--- src/hdl/biq_pkg.sv ---
`default_nettype none
// ----------------------------------------------------------------------------
// biq_pkg: shared types and constants of the multichannel biquad
// Widths, fixed-point limits, register codes, sequencer states and the
// control word of the serial multipliers.
// ----------------------------------------------------------------------------
package biq_pkg;

	localparam int CHANNELS    = 8;
	localparam int SAMPLE_BITS = 24;
	localparam int CHAN_BITS   = 3;
	localparam int COEF_BITS   = 24;
	localparam int FRAC_BITS   = 22;
	localparam int DELAY_BITS  = 48;

	localparam int PROD_BITS   = COEF_BITS + SAMPLE_BITS;
	localparam int SUM_BITS    = ((PROD_BITS > DELAY_BITS) ? PROD_BITS : DELAY_BITS) + 2;
	localparam int Y_WIDE_BITS = SUM_BITS - FRAC_BITS;

	// radix-4 serial multiplier: two multiplier bits per cycle
	localparam int MUL_DIGITS   = (SAMPLE_BITS + 1) / 2;
	localparam int MUL_LO_BITS  = 2 * MUL_DIGITS;
	localparam int MUL_HI_BITS  = COEF_BITS + 3;
	localparam int DIG_CNT_BITS = $clog2(MUL_DIGITS);
	localparam logic [DIG_CNT_BITS-1:0] DIG_LAST = DIG_CNT_BITS'(MUL_DIGITS - 1);

	localparam int CH_IDX_BITS = (CHANNELS > 1) ? $clog2(CHANNELS) : 1;
	localparam int CH_EXT_BITS = ((CHAN_BITS > CH_IDX_BITS) ? CHAN_BITS : CH_IDX_BITS) + 1;
	localparam logic [CH_EXT_BITS-1:0] CHANNELS_EXT = CH_EXT_BITS'(CHANNELS);

	localparam int APB_ADDR_BITS = 5;
	localparam int APB_DATA_BITS = 32;
	localparam int REG_IDX_BITS  = 3;

	localparam logic [REG_IDX_BITS-1:0] REG_B0 = 3'd0;
	localparam logic [REG_IDX_BITS-1:0] REG_B1 = 3'd1;
	localparam logic [REG_IDX_BITS-1:0] REG_B2 = 3'd2;
	localparam logic [REG_IDX_BITS-1:0] REG_A1 = 3'd3;
	localparam logic [REG_IDX_BITS-1:0] REG_A2 = 3'd4;

	// 1.0 in Q2.22
	localparam logic signed [COEF_BITS-1:0] COEF_ONE =
		{{(COEF_BITS-FRAC_BITS-1){1'b0}}, 1'b1, {FRAC_BITS{1'b0}}};

	localparam logic signed [SUM_BITS-1:0] ROUND_HALF =
		{{(SUM_BITS-FRAC_BITS){1'b0}}, 1'b1, {(FRAC_BITS-1){1'b0}}};
	localparam logic signed [SUM_BITS-1:0] DLY_MAX =
		{{(SUM_BITS-DELAY_BITS+1){1'b0}}, {(DELAY_BITS-1){1'b1}}};
	localparam logic signed [SUM_BITS-1:0] DLY_MIN =
		{{(SUM_BITS-DELAY_BITS+1){1'b1}}, {(DELAY_BITS-1){1'b0}}};
	localparam logic signed [Y_WIDE_BITS-1:0] Y_MAX =
		{{(Y_WIDE_BITS-SAMPLE_BITS+1){1'b0}}, {(SAMPLE_BITS-1){1'b1}}};
	localparam logic signed [Y_WIDE_BITS-1:0] Y_MIN =
		{{(Y_WIDE_BITS-SAMPLE_BITS+1){1'b1}}, {(SAMPLE_BITS-1){1'b0}}};

	typedef enum logic [2:0] {
		ST_IDLE,
		ST_MUL_X,
		ST_FORM_Y,
		ST_MUL_Y,
		ST_UPDATE,
		ST_DONE
	} state_t;

	typedef struct packed {
		logic load;
		logic step;
		logic last;
	} mul_ctl_t;

	function automatic logic chan_ok(input logic [CHAN_BITS-1:0] ch);
		logic [CH_EXT_BITS-1:0] ext;
		ext = {{(CH_EXT_BITS-CHAN_BITS){1'b0}}, ch};
		return ext < CHANNELS_EXT;
	endfunction

	function automatic logic [CH_IDX_BITS-1:0] chan_idx(input logic [CHAN_BITS-1:0] ch);
		logic [CH_EXT_BITS-1:0] ext;
		ext = {{(CH_EXT_BITS-CHAN_BITS){1'b0}}, ch};
		return ext[CH_IDX_BITS-1:0];
	endfunction

	function automatic logic signed [DELAY_BITS-1:0] sat_delay(
		input logic signed [SUM_BITS-1:0] v
	);
		logic signed [SUM_BITS-1:0] c;
		c = v;
		if (v > DLY_MAX) begin
			c = DLY_MAX;
		end else if (v < DLY_MIN) begin
			c = DLY_MIN;
		end
		return c[DELAY_BITS-1:0];
	endfunction

endpackage
`default_nettype wire

--- src/hdl/biquad_tdf2_multichannel.sv ---
`default_nettype none
// ----------------------------------------------------------------------------
// biquad_tdf2_multichannel: multichannel biquad, transposed direct form II
// Per-channel delay pair, Q2.22 coefficients on an APB-style port,
// rounded and saturated output.
// ----------------------------------------------------------------------------
// One sample word is filtered at a time. From its acceptance until its result
// enters the output register, the radix-4 serial multipliers first form b0*x,
// b1*x and b2*x in parallel (ST_MUL_X), ST_FORM_Y forms and rounds y, a1*y and
// a2*y follow (ST_MUL_Y), ST_UPDATE writes the channel's delay pair and
// ST_DONE loads the result. A new word is taken only after that, back in
// ST_IDLE; a result not yet taken stalls the load and with it the input. The
// output register holds a finished result while the next word is taken.
// Coefficients sit at byte addresses 0, 4, 8, 12, 16 (b0, b1, b2, a1, a2) and
// reset to a pass-through filter; write them only while the block is idle.
// A channel number at or above CHANNELS yields zero and leaves state alone.
// ----------------------------------------------------------------------------
module biquad_tdf2_multichannel (
	input  wire logic                                      clk,
	input  wire logic                                      arst_n,
	input  wire logic                                      in_valid,
	output logic                                           in_ready,
	input  wire logic signed [biq_pkg::SAMPLE_BITS-1:0]    sample_in,
	input  wire logic        [biq_pkg::CHAN_BITS-1:0]      channel_in,
	output logic                                           out_valid,
	input  wire logic                                      out_ready,
	output logic signed [biq_pkg::SAMPLE_BITS-1:0]         sample_out,
	output logic        [biq_pkg::CHAN_BITS-1:0]           channel_out,
	input  wire logic                                      psel,
	input  wire logic                                      penable,
	input  wire logic                                      pwrite,
	input  wire logic        [biq_pkg::APB_ADDR_BITS-1:0]  paddr,
	input  wire logic        [biq_pkg::APB_DATA_BITS-1:0]  pwdata,
	output logic             [biq_pkg::APB_DATA_BITS-1:0]  prdata,
	output logic                                           pready
);

	// configuration
	logic signed [biq_pkg::COEF_BITS-1:0] coef_b0_q, coef_b1_q, coef_b2_q;
	logic signed [biq_pkg::COEF_BITS-1:0] coef_a1_q, coef_a2_q;
	logic        [biq_pkg::REG_IDX_BITS-1:0] reg_idx;
	logic                                    cfg_write;
	logic signed [biq_pkg::COEF_BITS-1:0]    rd_coef;

	// sequencer
	biq_pkg::state_t state_q, state_d;
	logic [biq_pkg::DIG_CNT_BITS-1:0] cnt_q;
	logic in_accept;
	logic dig_last;
	logic out_free;
	logic out_load;
	biq_pkg::mul_ctl_t ctl_ab, ctl_c;

	// datapath
	logic        [biq_pkg::CHAN_BITS-1:0]   ch_q;
	logic signed [biq_pkg::DELAY_BITS-1:0]  d1_q, d2_q;
	logic signed [biq_pkg::SAMPLE_BITS-1:0] y_q;
	logic signed [biq_pkg::SUM_BITS-1:0]    s1_q, s2_q;
	logic signed [biq_pkg::DELAY_BITS-1:0]  delay_one_q [biq_pkg::CHANNELS];
	logic signed [biq_pkg::DELAY_BITS-1:0]  delay_two_q [biq_pkg::CHANNELS];
	logic        [biq_pkg::CH_IDX_BITS-1:0] in_idx, idx_q;
	logic                                   ch_ok;

	logic signed [biq_pkg::COEF_BITS-1:0]   mul_coef_a, mul_coef_b;
	logic signed [biq_pkg::SAMPLE_BITS-1:0] mul_src;
	logic signed [biq_pkg::PROD_BITS-1:0]   prod_a, prod_b, prod_c;

	logic signed [biq_pkg::SUM_BITS-1:0]    acc_w;
	logic signed [biq_pkg::Y_WIDE_BITS-1:0] y_wide;
	logic signed [biq_pkg::SAMPLE_BITS-1:0] y_next;
	logic signed [biq_pkg::SUM_BITS-1:0]    n1_w, n2_w;

	logic                                   out_valid_q;
	logic signed [biq_pkg::SAMPLE_BITS-1:0] sample_out_q;
	logic        [biq_pkg::CHAN_BITS-1:0]   channel_out_q;

	// ---------------------------------------------------------------- APB
	assign pready    = 1'b1;
	assign reg_idx   = paddr[biq_pkg::APB_ADDR_BITS-1:2];
	assign cfg_write = psel && penable && pwrite && pready;

	always_ff @(posedge clk or negedge arst_n) begin
		if (!arst_n) begin
			coef_b0_q <= biq_pkg::COEF_ONE;
			coef_b1_q <= '0;
			coef_b2_q <= '0;
			coef_a1_q <= '0;
			coef_a2_q <= '0;
		end else if (cfg_write) begin
			unique case (reg_idx)
				biq_pkg::REG_B0: coef_b0_q <= pwdata[biq_pkg::COEF_BITS-1:0];
				biq_pkg::REG_B1: coef_b1_q <= pwdata[biq_pkg::COEF_BITS-1:0];
				biq_pkg::REG_B2: coef_b2_q <= pwdata[biq_pkg::COEF_BITS-1:0];
				biq_pkg::REG_A1: coef_a1_q <= pwdata[biq_pkg::COEF_BITS-1:0];
				biq_pkg::REG_A2: coef_a2_q <= pwdata[biq_pkg::COEF_BITS-1:0];
				default: ;
			endcase
		end
	end

	always_comb begin
		unique case (reg_idx)
			biq_pkg::REG_B0: rd_coef = coef_b0_q;
			biq_pkg::REG_B1: rd_coef = coef_b1_q;
			biq_pkg::REG_B2: rd_coef = coef_b2_q;
			biq_pkg::REG_A1: rd_coef = coef_a1_q;
			biq_pkg::REG_A2: rd_coef = coef_a2_q;
			default:         rd_coef = '0;
		endcase
		prdata = {{(biq_pkg::APB_DATA_BITS-biq_pkg::COEF_BITS){rd_coef[biq_pkg::COEF_BITS-1]}},
			rd_coef};
	end

	// ---------------------------------------------------------------- sequencer
	assign dig_last  = (cnt_q == biq_pkg::DIG_LAST);
	assign out_free  = !out_valid_q || out_ready;
	assign in_accept = in_valid && in_ready;

	always_comb begin
		state_d = state_q;
		unique case (state_q)
			biq_pkg::ST_IDLE: begin
				if (in_valid) state_d = biq_pkg::ST_MUL_X;
			end
			biq_pkg::ST_MUL_X: begin
				if (dig_last) state_d = biq_pkg::ST_FORM_Y;
			end
			biq_pkg::ST_FORM_Y: state_d = biq_pkg::ST_MUL_Y;
			biq_pkg::ST_MUL_Y: begin
				if (dig_last) state_d = biq_pkg::ST_UPDATE;
			end
			biq_pkg::ST_UPDATE: state_d = biq_pkg::ST_DONE;
			biq_pkg::ST_DONE: begin
				if (out_free) state_d = biq_pkg::ST_IDLE;
			end
			default: state_d = biq_pkg::ST_IDLE;
		endcase
	end

	always_comb begin
		in_ready    = 1'b0;
		out_load    = 1'b0;
		ctl_ab      = '0;
		ctl_c       = '0;
		ctl_ab.last = dig_last;
		ctl_c.last  = dig_last;
		unique case (state_q)
			biq_pkg::ST_IDLE: begin
				in_ready    = 1'b1;
				ctl_ab.load = in_valid;
				ctl_c.load  = in_valid;
			end
			biq_pkg::ST_MUL_X: begin
				ctl_ab.step = 1'b1;
				ctl_c.step  = 1'b1;
			end
			biq_pkg::ST_FORM_Y: ctl_ab.load = 1'b1;
			biq_pkg::ST_MUL_Y:  ctl_ab.step = 1'b1;
			biq_pkg::ST_UPDATE: ;
			biq_pkg::ST_DONE:   out_load = out_free;
			default: ;
		endcase
	end

	always_ff @(posedge clk or negedge arst_n) begin
		if (!arst_n) begin
			state_q <= biq_pkg::ST_IDLE;
			cnt_q   <= '0;
		end else begin
			state_q <= state_d;
			if (state_q == biq_pkg::ST_MUL_X || state_q == biq_pkg::ST_MUL_Y) begin
				cnt_q <= cnt_q + 1'b1;
			end else begin
				cnt_q <= '0;
			end
		end
	end

	// ---------------------------------------------------------------- multipliers
	// units a and b take b0, b1 against x, then a1, a2 against y
	assign mul_coef_a = (state_q == biq_pkg::ST_FORM_Y) ? coef_a1_q : coef_b0_q;
	assign mul_coef_b = (state_q == biq_pkg::ST_FORM_Y) ? coef_a2_q : coef_b1_q;
	assign mul_src    = (state_q == biq_pkg::ST_FORM_Y) ? y_next : sample_in;

	biq_smul u_mul_a (
		.clk     (clk),
		.ctl     (ctl_ab),
		.coef    (mul_coef_a),
		.mplier  (mul_src),
		.product (prod_a)
	);

	biq_smul u_mul_b (
		.clk     (clk),
		.ctl     (ctl_ab),
		.coef    (mul_coef_b),
		.mplier  (mul_src),
		.product (prod_b)
	);

	biq_smul u_mul_c (
		.clk     (clk),
		.ctl     (ctl_c),
		.coef    (coef_b2_q),
		.mplier  (sample_in),
		.product (prod_c)
	);

	// ---------------------------------------------------------------- datapath
	assign in_idx = biq_pkg::chan_idx(channel_in);
	assign ch_ok  = biq_pkg::chan_ok(ch_q);

	// y = floor((b0*x + r1 + half) / 2^FRAC), then saturate
	always_comb begin
		acc_w = {{(biq_pkg::SUM_BITS-biq_pkg::PROD_BITS){prod_a[biq_pkg::PROD_BITS-1]}}, prod_a}
			+ {{(biq_pkg::SUM_BITS-biq_pkg::DELAY_BITS){d1_q[biq_pkg::DELAY_BITS-1]}}, d1_q}
			+ biq_pkg::ROUND_HALF;
		y_wide = acc_w[biq_pkg::SUM_BITS-1:biq_pkg::FRAC_BITS];
		if (!ch_ok) begin
			y_next = '0;
		end else if (y_wide > biq_pkg::Y_MAX) begin
			y_next = biq_pkg::Y_MAX[biq_pkg::SAMPLE_BITS-1:0];
		end else if (y_wide < biq_pkg::Y_MIN) begin
			y_next = biq_pkg::Y_MIN[biq_pkg::SAMPLE_BITS-1:0];
		end else begin
			y_next = y_wide[biq_pkg::SAMPLE_BITS-1:0];
		end
	end

	assign n1_w = s1_q
		- {{(biq_pkg::SUM_BITS-biq_pkg::PROD_BITS){prod_a[biq_pkg::PROD_BITS-1]}}, prod_a};
	assign n2_w = s2_q
		- {{(biq_pkg::SUM_BITS-biq_pkg::PROD_BITS){prod_b[biq_pkg::PROD_BITS-1]}}, prod_b};

	always_ff @(posedge clk) begin
		if (in_accept) begin
			ch_q  <= channel_in;
			idx_q <= in_idx;
			d1_q  <= delay_one_q[in_idx];
			d2_q  <= delay_two_q[in_idx];
		end
		if (state_q == biq_pkg::ST_FORM_Y) begin
			y_q  <= y_next;
			s1_q <= {{(biq_pkg::SUM_BITS-biq_pkg::PROD_BITS){prod_b[biq_pkg::PROD_BITS-1]}},
				prod_b}
				+ {{(biq_pkg::SUM_BITS-biq_pkg::DELAY_BITS){d2_q[biq_pkg::DELAY_BITS-1]}}, d2_q};
			s2_q <= {{(biq_pkg::SUM_BITS-biq_pkg::PROD_BITS){prod_c[biq_pkg::PROD_BITS-1]}},
				prod_c};
		end
	end

	always_ff @(posedge clk or negedge arst_n) begin
		if (!arst_n) begin
			for (int i = 0; i < biq_pkg::CHANNELS; i++) begin
				delay_one_q[i] <= '0;
				delay_two_q[i] <= '0;
			end
		end else if (state_q == biq_pkg::ST_UPDATE && ch_ok) begin
			delay_one_q[idx_q] <= biq_pkg::sat_delay(n1_w);
			delay_two_q[idx_q] <= biq_pkg::sat_delay(n2_w);
		end
	end

	// ---------------------------------------------------------------- output word
	always_ff @(posedge clk or negedge arst_n) begin
		if (!arst_n) begin
			out_valid_q <= 1'b0;
		end else if (out_load) begin
			out_valid_q <= 1'b1;
		end else if (out_ready) begin
			out_valid_q <= 1'b0;
		end
	end

	always_ff @(posedge clk) begin
		if (out_load) begin
			sample_out_q  <= y_q;
			channel_out_q <= ch_q;
		end
	end

	assign out_valid   = out_valid_q;
	assign sample_out  = sample_out_q;
	assign channel_out = channel_out_q;

`ifndef ASSERT_OFF
	a_one_word_at_a_time: assert property (@(posedge clk) disable iff (!arst_n)
		in_accept |=> !in_ready)
		else $error("new word taken while one is in flight");

	a_no_overwrite: assert property (@(posedge clk) disable iff (!arst_n)
		out_load |-> (!out_valid_q || out_ready))
		else $error("result loaded over a word not yet taken");

	a_mul_x_length: assert property (@(posedge clk) disable iff (!arst_n)
		(state_q == biq_pkg::ST_MUL_X) && dig_last |=> (state_q == biq_pkg::ST_FORM_Y))
		else $error("multiply phase did not end after the last digit");

	a_bad_channel_zero: assert property (@(posedge clk) disable iff (!arst_n)
		out_load && !ch_ok |=> (sample_out == '0))
		else $error("out-of-range channel gave a nonzero sample");
`endif

endmodule
`default_nettype wire

--- src/hdl/biq_smul.sv ---
`default_nettype none
// ----------------------------------------------------------------------------
// biq_smul: radix-4 serial signed multiplier
// Shifts the multiplier out two bits per cycle and adds 0, 1, 2 or 3 times
// the coefficient into a narrow high half; the top digit carries the sign.
// ----------------------------------------------------------------------------
module biq_smul (
	input  wire logic                                   clk,
	input  wire biq_pkg::mul_ctl_t                      ctl,
	input  wire logic signed [biq_pkg::COEF_BITS-1:0]   coef,
	input  wire logic signed [biq_pkg::SAMPLE_BITS-1:0] mplier,
	output logic signed [biq_pkg::PROD_BITS-1:0]        product
);

	logic signed [biq_pkg::MUL_HI_BITS-1:0] hi_q;
	logic        [biq_pkg::MUL_LO_BITS-1:0] lo_q;
	logic signed [biq_pkg::COEF_BITS-1:0]   coef_q;

	logic signed [biq_pkg::MUL_HI_BITS-1:0] m1;
	logic signed [biq_pkg::MUL_HI_BITS-1:0] m2;
	logic signed [biq_pkg::MUL_HI_BITS-1:0] addend;
	logic signed [biq_pkg::MUL_HI_BITS-1:0] sum_w;
	logic        [biq_pkg::SAMPLE_BITS:0]   mplier_ext;
	logic        [biq_pkg::MUL_HI_BITS+biq_pkg::MUL_LO_BITS-1:0] full_w;

	assign m1 = {{(biq_pkg::MUL_HI_BITS-biq_pkg::COEF_BITS){coef_q[biq_pkg::COEF_BITS-1]}},
		coef_q};
	assign m2 = {m1[biq_pkg::MUL_HI_BITS-2:0], 1'b0};
	assign mplier_ext = {mplier[biq_pkg::SAMPLE_BITS-1], mplier};

	// upper bit of the last digit has negative weight
	always_comb begin
		addend = '0;
		if (lo_q[0]) begin
			addend = m1;
		end
		if (lo_q[1]) begin
			addend = ctl.last ? (addend - m2) : (addend + m2);
		end
		sum_w = hi_q + addend;
	end

	always_ff @(posedge clk) begin
		if (ctl.load) begin
			hi_q   <= '0;
			lo_q   <= mplier_ext[biq_pkg::MUL_LO_BITS-1:0];
			coef_q <= coef;
		end else if (ctl.step) begin
			hi_q <= {{2{sum_w[biq_pkg::MUL_HI_BITS-1]}}, sum_w[biq_pkg::MUL_HI_BITS-1:2]};
			lo_q <= {sum_w[1:0], lo_q[biq_pkg::MUL_LO_BITS-1:2]};
		end
	end

	assign full_w  = {hi_q, lo_q};
	assign product = full_w[biq_pkg::PROD_BITS-1:0];

endmodule
`default_nettype wire

--- config.mk ---
export PLATFORM = sky130hd
export DESIGN_NAME = biquad_tdf2_multichannel
export DESIGN_NICKNAME = d
export VERILOG_FILES = /design/src/hdl/biq_pkg.sv /design/src/hdl/biquad_tdf2_multichannel.sv /design/src/hdl/biq_smul.sv
export SDC_FILE = /design/constraint.sdc
export NUM_CORES = 2
export LEC_CHECK = 0
export ABC_AREA = 0
export BUFFER_PORTS_ARGS = -buffer_cell sky130_fd_sc_hd__clkbuf_2
export CAP_MARGIN = 20
export CORE_MARGIN = 2
export CORE_UTILIZATION = 55
export CTS_BUF_LIST = sky130_fd_sc_hd__clkbuf_8
export DETAILED_ROUTE_END_ITERATION = 8
export PLACE_DENSITY = 0.76
export RECOVER_POWER = 100
export SLEW_MARGIN = 10
export SYNTH_ARGS = -nofsm -noshare
export SYNTH_HDL_FRONTEND = slang
export SYNTH_HIERARCHICAL = 1
export SYNTH_SLANG_ARGS = --single-unit
--- constraint.sdc ---
create_clock -name clk -period 14.9 [get_ports clk]
set_input_delay 1.49 -clock clk [delete_from_list [all_inputs] [get_ports clk]]
set_output_delay 1.49 -clock clk [all_outputs]
set_load 0.02 [all_outputs]
* Yosys cells after proc, flatten, opt, wreduce, memory -nomap -nowiden
Index checks and enable logic that the tools add are counted.
** Word-level totals
- Bits in registers :: 1363
- Output and inout port bits :: 62
- Logic and storage cells :: 151
** Cells by class
- Bitwise operators :: 2
- Reduce and logical (&&, ||, !) cells :: 19
- Equality and inequality tests :: 14
- $add $sub $neg :: 15
- Order comparisons :: 9
- Multiplexer cells :: 51
** Operators by type and width (number)
- $bwmux W384 :: 2
- $mux W48 :: 11
- $bmux W48 S3 :: 2
- $mux W24 :: 11
- $mux W27 :: 9
- $demux W48 S3 :: 1
- $pmux W24 S5 :: 1
- $add A48 B48 Y49 :: 2
- $add A25 B27 Y27 :: 3
- $add A27 B25 Y27 :: 3
- $sub A27 B25 Y27 :: 3
- $add A49 B23 Y50 const B :: 1
- $gt A50 B48 Y1 const B :: 1
- $lt A50 B48 Y1 const B :: 1
- $sub A50 B50 Y50 :: 1
- $gt A49 B48 Y1 const B :: 1
- $lt A49 B48 Y1 const B :: 1
- $sub A48 B48 Y49 :: 1
- $gt A28 B24 Y1 const B :: 1
- $lt A28 B24 Y1 const B :: 1
- $pmux W3 S6 :: 1
- $eq A3 B2 Y1 const B :: 4
- $mux W3 :: 4
- $reduce_and A2 Y1 :: 5
- 18 further kinds :: 39

* Longest topological paths before layout
- Depth after elaboration :: 7
- Gate-level depth with buffers :: 28
- Mapped depth without buffers :: 28

* Hierarchy
Netlist, hierarchy kept.
** By module, submodules not included
- biquad_tdf2_multichannel :: instances 1, cells an instance 5505, area an instance 58702.6 sq um, sequential area each 29839.9 sq um
- biq_smul (u_mul_c) :: instances 1, cells an instance 680, area an instance 6262.3 sq um, sequential area each 1941.9 sq um
- biq_smul (u_mul_b) :: instances 1, cells an instance 654, area an instance 6183.4 sq um, sequential area each 1941.9 sq um
- biq_smul (u_mul_a) :: instances 1, cells an instance 644, area an instance 6124.6 sq um, sequential area each 1941.9 sq um

* Worst setup path before layout
Ideal clock, no wire load.
- Path kind :: register to register
- From :: register cnt_q[0] in the netlist's numbering
- To :: register, netlist name u_mul_a/hi_q[24]
- Slack :: 8.655 ns
- Stages on the path, launching flop included :: 27
- Library setup time :: 0.121 ns
- Path buffers :: 2
- Arrival :: 6.123 ns
- Clock period less this slack :: 6.245 ns
- Path through :: dfrtp_1 > ha_1 > and3b_1 > clkbuf_1 > clkbuf_1 > mux2i_1 > fa_1 > a21o_1 > a21oi_2 > o21bai_1 > a211o_1 > a31oi_1 > o21ai_0 > a21o_1 > a21oi_1 > xnor2_1 > mux2_2 > ha_1 > a21oi_1 > o21ai_0 > a2111oi_1 > o211ai_1 > a41oi_2 > o211ai_1 > o21a_1 > o311a_1 > mux2_4
** RTL lines
- start, declared :: RTL line biquad_tdf2_multichannel.sv:47 : logic [biq_pkg::DIG_CNT_BITS-1:0] cnt_q;
- start signal, assigned :: RTL line biquad_tdf2_multichannel.sv:172 : cnt_q <= cnt_q + 1'b1;

* Worst setup path in the final report
- From :: register u_mul_b/lo_q[1] in the netlist's numbering
- To :: register delay_two_q[251] in the netlist's numbering
** On the way
- Word-level cells in the longest chain between the ends :: 6
- Elaborated cells on any way between the ends :: 7
** Ends and longest elaborated chain
- start, declared :: RTL line biq_smul.sv:16 : logic [biq_pkg::MUL_LO_BITS-1:0] lo_q;
- start signal, assigned :: RTL line biq_smul.sv:46 : lo_q <= mplier_ext[biq_pkg::MUL_LO_BITS-1:0];
- start signal, assigned :: RTL line biq_smul.sv:50 : lo_q <= {sum_w[1:0], lo_q[biq_pkg::MUL_LO_BITS-1:2]};
- $sub A48 B48 Y49 (*) :: RTL line biquad_tdf2_multichannel.sv:233 : - {{(biq_pkg::SUM_BITS-biq_pkg::PROD_BITS){prod_b[biq_pkg::PROD_BITS-1]}}, prod_b};
- $lt A49 B48 Y1 :: RTL line biq_pkg.sv:90 : end else if (v < DLY_MIN) begin
- $mux W48 :: RTL line biq_pkg.sv:90
- $mux W48 (*) :: RTL line biq_pkg.sv:88 : if (v > DLY_MAX) begin
- $mux W48 (*) :: RTL line biquad_tdf2_multichannel.sv:258 : end else if (state_q == biq_pkg::ST_UPDATE && ch_ok) begin
- $bwmux W384 (*) :: RTL line biquad_tdf2_multichannel.sv:260 : delay_two_q[idx_q] <= biq_pkg::sat_delay(n2_w);
- end signal, assigned by index :: RTL line biquad_tdf2_multichannel.sv:260
- end, declared :: RTL line biquad_tdf2_multichannel.sv:60 : logic signed [biq_pkg::DELAY_BITS-1:0] delay_two_q [biq_pkg::CHANNELS];
Every way passes the cells marked *; elsewhere a longest branch is shown, timed or not. The select of a mux whose other input is x is not followed.
A chain may end at the register's enable or synchronous reset.

==> results.cfg <==
[status]
status = finished, violations left
violations = design-rule violations, max-capacitance violations, max-slew violations

[yosys]
synth_top_area_share_pct = 29.0
synth_area_leaders = dfrtp_1, edfxtp_1, ha_1
synth.distinct_cells = 120
async_reset_ff_share_pct = 65.8
synth-seq-cells = 1362
syn_avg_cell_area_um2 = 10.3
syn_area_mm2 = 0.0773
synth_edf_count = 391
synth_top_cell_by_area = dfrtp_1
synth_fp_nets = 7962
seq_area_frac_synth_pct = 46.2
syn_inst = 7483
yosys_warnings = 6
synth_top_flop_cell = dfrtp_1

[place]
dp_cells = 9092
io_buffers = 121
hpwl_mm = 151
routabilityCongestion = 0.960
preCtsSetupSlack_ns = 7.71
dpl_cell_area_mm2 = 0.0789

[clocking]
cts.path.max_buffers = 3
root_buffer = clkbuf_8
insertion_delay_ns = 1.00
post_cts_buffers = 0
cts_sinks = 1362
numCtsBuffers = 216
post_cts_resized = 0
h-tree-depth = 4
cts.clk_slew.worst_paths_ns = 0.06
cts_hold_buf = 0
cts_tree = built

[sta]
fmax_ghz = 0.0981
maxSlewViolCount = 1646
rsz0062_at_grt = false
whs_ns = 0.415
setup-violations-final = 0
finalCritPeriodShare_pct = 68.4
tightest_slew_ns = 7.46
setup-tns-final_ns = 0
period_minus_slack_ns = 10.19
skew_ns = 0.0507
finalHoldViolCount = 0
worst_slack_ns = 4.71
slew_headroom_pct = -397

[power]
power_leakage_nw = 36.6
ir_worst_vdd_mv = 0.129
power_mw = 18.7
powerDensity_mw_per_mm2 = 225

[run]
maxCapViolCount = 36

[die]
chipHeight_um = 379
ios = 133
die-area_mm2 = 0.144
core_area_mm2 = 0.140
row_count = 137
initial_core_util_pct = 55.4
die_w_um = 379

[layout]
mostFrequentLayoutCells = nand2_1, dfrtp_1, o21ai_0
area_growth_pct = 7.20
postLayoutCoreUtil_pct = 59.4
layout.nets = 7918
fin_cells = 9513
drive_above_1_share_pct = 13.3
final_common_cell = nand2_1
fin_area_mm2 = 0.0828

[detailed_routing]
drt_wl_total_mm = 216
ant_nets = 0
via_count = 58400
drc_errors = 14
post_drt_wl_per_cell_um = 22.7
dr.first_iter.drc_count = 5683
avgViaCountPerCell = 6.14
drt_first_pass_iters = 9

[critical_path]
slowest_delay_ns = 1.57
crit_type = flip-flop to flip-flop
cp.arrival_ns = 11.05
critical_path_peak_fanout = 37
end_kind = flip-flop
worstSetupStartpointType = flip-flop
cp_slowest_cell = clkbuf_1
path_cells = clkbuf_1 > inv_1 > ha_1 > nor2b_1 > o31a_1 > o311ai_0 > o211ai_1 > a211oi_1 > o31ai_1 > a41oi_1 > xnor2_1 > nor2_1 > clkbuf_1 > o21ai_0 > o21ai_0
cp.required_ns = 15.76

[hold_path]
hold_path_class = flip-flop to flip-flop

[global_routing]
grt_antenna_before_repair = 13
overflow = 0
grt_pass1_wl_mm = 329
grt_pass1_vias = 56800
grt_max_degree = 201
grt_use_total_pct = 29.9
## cells in the mapped netlist, drive strengths merged, types with 92 or more instances
| master | count |
|---|---|
| a21o | 153 |
| mux2 | 352 |
| o21ai | 925 |
| nand2 | 1146 |
| xnor2 | 247 |
| dfrtp | 895 |
| clkbuf | 313 |
| nor2 | 390 |
| buf | 146 |
| ha | 399 |
| edfxtp | 391 |
| mux4 | 192 |
| inv | 229 |
| a21oi | 447 |
| and2 | 92 |
## critical path, delay by kind of cell, from the launching register on
kind,cells,cell delay (ns)
compound gates,8,4.02
buf+inv,3,3.39
simple gates,2,1.36
xor+xnor,1,0.50
fa+ha+maj,1,0.41
flops,1,0.35
## per-layer routing
metal | part of all wire (%) | up-vias | GRT usage, %
li1 | - | 26800 | -
met1 | 42 | 28800 | 41.7
met2 | 45 | 2298 | 46.4
met3 | 8.5 | 484 | 5.97
met4 | 3.9 | 10 | 11.3
met5 | 0.046 | - | 0
## path summary, 6_finish.rpt
kind                            startpoint               end  slack [ns]  depth (start not counted)
setup / recovery           u_mul_b/lo_q[1]  delay_two_q[251]        4.71                         15
hold / removal                      y_q[5]     sample_out[5]        0.41                          0
setup reg to reg           u_mul_b/lo_q[1]  delay_two_q[251]        4.71                         15
hold reg to reg                     y_q[5]     sample_out[5]        0.41                          0
max in group asynchronous           arst_n  delay_two_q[109]        5.34                          5
min in group asynchronous           arst_n  delay_one_q[380]        2.67                          1
## final cells by class
| type | instances | area [µm²] |
|---|---|---|
| Multi-Input combinational cell | 5430 | 38300 |
| Clock inverter | 161 | 1140 |
| Tap cell | 1876 | 2350 |
| Timing Repair Buffer | 198 | 1030 |
| Antenna cell | 6 | 15.0 |
| Sequential cell | 1362 | 35700 |
| Clock buffer | 249 | 3430 |
| Inverter | 231 | 868 |
| Fill cell | 11600 | 56700 |
## sequential cells by signal, indices dropped and copies added, names as in the netlist, 4 cells and up
signal          flops
coef_a1_q          24
u_mul_b/hi_q       25
u_mul_b/lo_q       24
coef_a2_q          24
u_mul_b/coef_q     24
y_q                24
delay_two_q       384
u_mul_c/coef_q     24
u_mul_c/hi_q       25
d1_q               48
delay_one_q       384
s2_q               48
u_mul_a/coef_q     24
coef_b2_q          24
sample_out         24
u_mul_a/hi_q       25
coef_b1_q          24
d2_q               48
coef_b0_q          24
u_mul_c/lo_q       24
u_mul_a/lo_q       24
cnt_q               4
s1_q               49
## power breakdown
group	switching [mW]	leakage, nW	internal, mW	total (mW)
logic	6.43	17.4	3.78	10.2
clock network	1.59	2.62	1.75	3.34
registers	0.541	16.6	4.58	5.12
## logic make-up (layout without fill, tap and decap cells)
group / Yosys count / in the layout / synth area share [%]
simple gates: 2051 / 2051 / 11.7
xor+xnor: 332 / 332 / 3.79
compound gates: 2021 / 2021 / 16.1
flops: 1362 / 1362 / 46.2
mux: 613 / 613 / 11.6
fa+ha+maj: 412 / 412 / 6.75
buf+inv: 691 / 839 / 3.88
other cells: 1 / 7 / 0.00485
Power figures use the tool's default switching activity.
